File: src/rtl/address_to_symbol_lookup_macros.svh
// ----------------------------------------------------------------------------
// Address-to-symbol lookup: assertion macros
// Concurrent assertion wrappers, compiled out when SYNTH is defined.
// ----------------------------------------------------------------------------
`ifndef ADDRESS_TO_SYMBOL_LOOKUP_MACROS_SVH
`define ADDRESS_TO_SYMBOL_LOOKUP_MACROS_SVH

`ifndef SYNTH
// plain property, checked at every rising clock edge out of reset
`define A2S_ASSERT(label, clk, rst_n, prop, msg) \
  label: assert property (@(posedge clk) disable iff (!rst_n) (prop)) else $error(msg);
// antecedent implies consequent in the same cycle
`define A2S_ASSERT_IMP(label, clk, rst_n, ante, cons, msg) \
  label: assert property (@(posedge clk) disable iff (!rst_n) (ante) |-> (cons)) \
    else $error(msg);
`else
`define A2S_ASSERT(label, clk, rst_n, prop, msg)
`define A2S_ASSERT_IMP(label, clk, rst_n, ante, cons, msg)
`endif

`endif

File: src/rtl/a2s_pkg.sv
// ----------------------------------------------------------------------------
// Address-to-symbol lookup package
// Opcodes, sequencer states and the compare unit result type.
// ----------------------------------------------------------------------------
`default_nettype none

package a2s_pkg;

  localparam logic [15:0] MIN_ADDR_RESET = 16'd32;

  typedef enum logic [1:0] {
    OP_ADD_SEG = 2'd0,
    OP_ADD_SYM = 2'd1,
    OP_QUERY   = 2'd2,
    OP_CLEAR   = 2'd3
  } op_e;

  typedef enum logic [8:0] {
    S_IDLE    = 9'b000000001,
    S_SEG_RD  = 9'b000000010,
    S_SEG_CMP = 9'b000000100,
    S_SYM_RD  = 9'b000001000,
    S_SYM_CMP = 9'b000010000,
    S_FIN_RD  = 9'b000100000,
    S_FIN_CMP = 9'b001000000,
    S_MIN_CMP = 9'b010000000,
    S_DONE    = 9'b100000000
  } state_e;

  typedef struct packed {
    logic a_lt_b;   // signed a < b
    logic a_eq_b;
    logic diff_lt;  // unsigned (a - b) < len
    logic diff_le;  // unsigned (a - b) <= len
  } alu_res_t;

endpackage

`default_nettype wire

File: src/rtl/a2s_alu.sv
// ----------------------------------------------------------------------------
// Address-to-symbol lookup compare unit
// Shared signed compare plus difference-against-length check.
// ----------------------------------------------------------------------------
`default_nettype none

module a2s_alu (
  input  logic [63:0]       a_i,
  input  logic [63:0]       b_i,
  input  logic [63:0]       len_i,
  output a2s_pkg::alu_res_t res_o
);
  import a2s_pkg::*;

  logic [63:0] diff;

  // exact whenever a >= b signed: the true difference fits in 64 unsigned bits
  assign diff = a_i - b_i;

  always_comb begin
    res_o.a_lt_b  = $signed(a_i) < $signed(b_i);
    res_o.a_eq_b  = (a_i == b_i);
    res_o.diff_lt = (diff < len_i);
    res_o.diff_le = !(len_i < diff);
  end

endmodule

`default_nettype wire

File: config.mk
export PLATFORM = sky130hd
export DESIGN_NAME = a2s_alu
export DESIGN_NICKNAME = d
export VERILOG_FILES = /design/src/rtl/address_to_symbol_lookup_macros.svh /design/src/rtl/a2s_pkg.sv /design/src/rtl/a2s_alu.sv
export SDC_FILE = /design/constraint.sdc
export NUM_CORES = 1
export LEC_CHECK = 0
export BUFFER_PORTS_ARGS = -buffer_cell sky130_fd_sc_hd__buf_4
export CAP_MARGIN = 5
export CELL_PAD_IN_SITES_DETAIL_PLACEMENT = 0
export CELL_PAD_IN_SITES_GLOBAL_PLACEMENT = 1
export CORE_ASPECT_RATIO = 0.75
export CORE_MARGIN = 3
export CORE_UTILIZATION = 40
export DETAILED_ROUTE_END_ITERATION = 10
export GPL_TIMING_DRIVEN = 0
export PLACE_DENSITY_LB_ADDON = 0.1
export SYNTH_ARGS = -nofsm -noshare
export SYNTH_HDL_FRONTEND = slang
export SYNTH_SLANG_ARGS = --single-unit
File: constraint.sdc
create_clock -name vclk -period 7.7
set_input_delay 0.385 -clock vclk [all_inputs]
set_output_delay 0.385 -clock vclk [all_outputs]
set_load 0.005 [all_outputs]
Word level (Yosys, flattened, before mapping)
Index checks and enable logic that the tools add are counted.
{"block": "word_totals", "regBits": 0, "latchBits": 0, "ramBits": 0, "romBits": 0, "input_bits": 192, "output_inout_bits": 4, "wordCells": 6, "memories": 0}
{"block": "op_classes", "addsub": 1, "n_mul": 0, "n_div": 0, "magnitude_cmp": 3, "eq_ne": 1, "n_shift": 0, "mux": 0, "n_bitwise": 0, "n_reduce_logical": 1}
{"cell": "64-bit less-than comparator", "n": 3}
{"cell": "64-bit equality test", "n": 1}
{"cell": "64-bit subtractor", "n": 1}
{"cell": "1-bit logical NOT", "n": 1}

Longest topological paths before layout
{"block": "depth", "word_depth": 3, "mapped_depth": 22, "mapped_depth_nobuf": 22}

Worst setup path before layout
No wires, ideal clock.
{"block": "synth_path", "kind": "in2out", "startpoint": "input port a_i[0]", "endpoint": "output port res_o[1] (netlist bit)", "arrival_ns": 3.936, "required_ns": 7.315, "path_slack_ns": 3.379, "stages": 21, "path_buffers": 0, "path_cell_list": "inv_1 -> ha_1 -> inv_1 -> fa_1 -> a21o_1 -> a221o_1 -> a2bb2oi_1 -> nor4_2 -> o21ai_1 -> a31oi_2 -> o21bai_2 -> a21oi_2 -> xnor2_1 -> ha_1 -> a21o_1 -> a21oi_1 -> o21ai_0 -> a221oi_1 -> nand3_1 -> o21bai_1 -> o31a_1"}
{"item": "from (decl)", "line_no": "a2s_alu.sv:8", "rtl": "input logic [63:0] a_i,"}
{"item": "to (decl)", "line_no": "a2s_alu.sv:11", "rtl": "output a2s_pkg::alu_res_t res_o"}

==> impl_metrics.env <==
export IMPL_syn_area_sq_um=5512
export IMPL_final_cell_mix="buf_4, ha_1, a21oi_1, inv_1, nand2_1"
export IMPL_worstSetupPathType="in -> out"
export IMPL_drt_pass1_iter_count=5
export IMPL_overflow=0
export IMPL_finalSetupTns_ps=0
export IMPL_final_cells=1163
export IMPL_rows=36
export IMPL_io_buffers=196
export IMPL_fp_coreArea_sq_um=13240
export IMPL_rsz0062_at_grt="false"
export IMPL_grt_start_max_net_pins=10
export IMPL_cp_max_fo=4
export IMPL_area_growth_pct=30.58
export IMPL_status="completed"
export IMPL_drtIter0Drc=488
export IMPL_fin_ws_ps=1987
export IMPL_post_place_ws_ps=2011
export IMPL_timing_hold_violations_final=0
export IMPL_power_density_nw_per_um2=91.34
export IMPL_vias_per_cell=5.463
export IMPL_ys_warn_count=0
export IMPL_maxSlewHeadroom=0.5461
export IMPL_syn_avg_cell_area_sq_um=6.924
export IMPL_grt_use_total=0.2209
export IMPL_power_leakage_nw=3.791
export IMPL_drc_errors=0
export IMPL_antenna_found_initial=0
export IMPL_drv_slew=0
export IMPL_slowest_delay_ps=590
export IMPL_cts_resized_gates=0
export IMPL_post_dp_hpwl_mm=16.33
export IMPL_crit_path_top_delay_cell="nor4_1"
export IMPL_finalCritPeriodShare=0.7420
export IMPL_nClkBuffers=0
export IMPL_crit_path_start_kind="input port"
export IMPL_setup_violations=0
export IMPL_die_w_um=141.5
export IMPL_ant_nets=0
export IMPL_ir_drop_uv=40.62
export IMPL_tightest_slew_ps=675.7
export IMPL_syn_nets=1117
export IMPL_n_antenna_cell=0
export IMPL_n_fill_cell=1372
export IMPL_drive_gt1_frac=0.2228
export IMPL_n_sequential_cell=0
export IMPL_io_pins=196
export IMPL_max_clock_freq_mhz=175.0
export IMPL_num_vias=6353
export IMPL_multi_input_area_sq_um=5097
export IMPL_arrival_ps=5330
export IMPL_synth_cell_types=69
export IMPL_die_area_sq_um=15240
export IMPL_post_cts_repair_setup_buffers=0
export IMPL_seq_area_sq_um=0
export IMPL_grt_pass1_wl_mm=28.15
export IMPL_ctsHoldBuffers=0
export IMPL_cap_violations=0
export IMPL_gp_congestion=0.9547
export IMPL_ys_seq_area_frac=0
export IMPL_final_common_cell="buf_4"
export IMPL_wl_mm=18.11
export IMPL_min_path_type="in -> out"
export IMPL_crit_path_end_kind="output port"
export IMPL_fin_crit_ps=5713
export IMPL_grt_pass1_vias=5610
export IMPL_fin_nets=1315
export IMPL_initial_core_util=0.4162
export IMPL_critPathRequiredTime_ps=7320
export IMPL_path_cells="buf_4 -> inv_1 -> ha_1 -> inv_1 -> fa_1 -> a21o_1 -> a221o_1 -> a2bb2oi_1 -> nor4_2 -> o21ai_1 -> and3_1 -> o21ai_1 -> a21oi_1 -> xnor2_1 -> ha_1 -> nand4_1 -> nor4_1 -> o21ai_0 -> nand3_1 -> o21bai_1 -> o31a_1 -> buf_4"
export IMPL_die_h_um=107.7
export IMPL_wl_per_cell_um=15.57
export IMPL_synthCells=796
export IMPL_place_inst=1163
[cell usage after synthesis, drive strengths merged, types with 4 or more instances]
| master | n | area share |
|---|---|---|
| xor2 | 23 | 0.037 |
| nand3 | 18 | 0.016 |
| ha | 128 | 0.29 |
| a21o | 49 | 0.067 |
| and4 | 5 | 0.0079 |
| o21ai | 47 | 0.043 |
| nor2b | 13 | 0.015 |
| a21boi | 4 | 0.0061 |
| o21a | 10 | 0.014 |
| clkbuf | 18 | 0.012 |
| a21oi | 98 | 0.090 |
| and3 | 5 | 0.0057 |
| xnor2 | 39 | 0.062 |
| nand4 | 36 | 0.041 |
| nor2 | 46 | 0.032 |
| a221oi | 5 | 0.010 |
| nor3 | 11 | 0.010 |
| nand2 | 59 | 0.040 |
| a31oi | 9 | 0.014 |
| o211ai | 6 | 0.0082 |
| a211oi | 6 | 0.0091 |
| buf | 6 | 0.0064 |
| o31ai | 6 | 0.0091 |
| o21bai | 14 | 0.020 |
| nand2b | 10 | 0.013 |
| nor4 | 6 | 0.0079 |
| inv | 83 | 0.057 |
[kinds of logic after synthesis]
group,count (synthesis),synth area share
xor gates and xnor gates,62,0.09852
muxes,1,0.001816
buffers and inverters,107,0.07514
adders and majority gates,129,0.2942
AOI/OAI and AO/OA,273,0.3226
and+or+nand+nor,224,0.2077
[metrics by stage]
| step | util | area (sq um) | power [mW] | hold slack, ps |
|---|---|---|---|---|
| detailed placement | 0.5435 | 7197 | 0.6481 | 1321 |
| global placement | 0.5435 | 7197 | 0.6447 | 1324 |
| CTS | 0.5435 | 7197 | 0.6521 | 1325 |
| global route | 0.5435 | 7197 | 0.7387 | 1331 |
| floorplan | - | 5512 | 0.4435 | 1018 |
| finish | 0.5435 | 7197 | 0.6574 | 1317 |
[report_power, final]
group | internal, mW | switching (mW) | total, mW
clock network | 0 | 0 | 0
registers | 0 | 0 | 0
logic | 0.306 | 0.351 | 0.657
[path summary, 6_finish.rpt]
path / depth (start not counted) / start / slack (ps) / end
worst max-delay path: 22 / a_i[0] / 1990 / res_o[1]
worst min-delay path: 4 / a_i[63] / 1320 / res_o[3]
[worst max-delay path: cells and delay by family]
kind	cells	cell delay (ps)
AOI/OAI and AO/OA	9	2080
and+or+nand+nor	5	1510
adders and majority gates	3	870
buffers and inverters	4	310
xor gates and xnor gates	1	150
[layout make-up]
class	instances	share of cell area
Inverter	83	0.04329
Tap cell	171	0.02973
Buffer	24	0.01426
Multi-Input combinational cell	689	0.7083
Timing Repair Buffer	196	0.2045
[per-layer routing]
metal,up-vias,wire length [um],GRT usage
li1,3306,-,-
met3,4,1482,0.02842
met5,-,0,0
met4,0,49,0.004110
met2,233,6643,0.2947
met1,2810,9938,0.3790
Power figures use the tool's default switching activity.
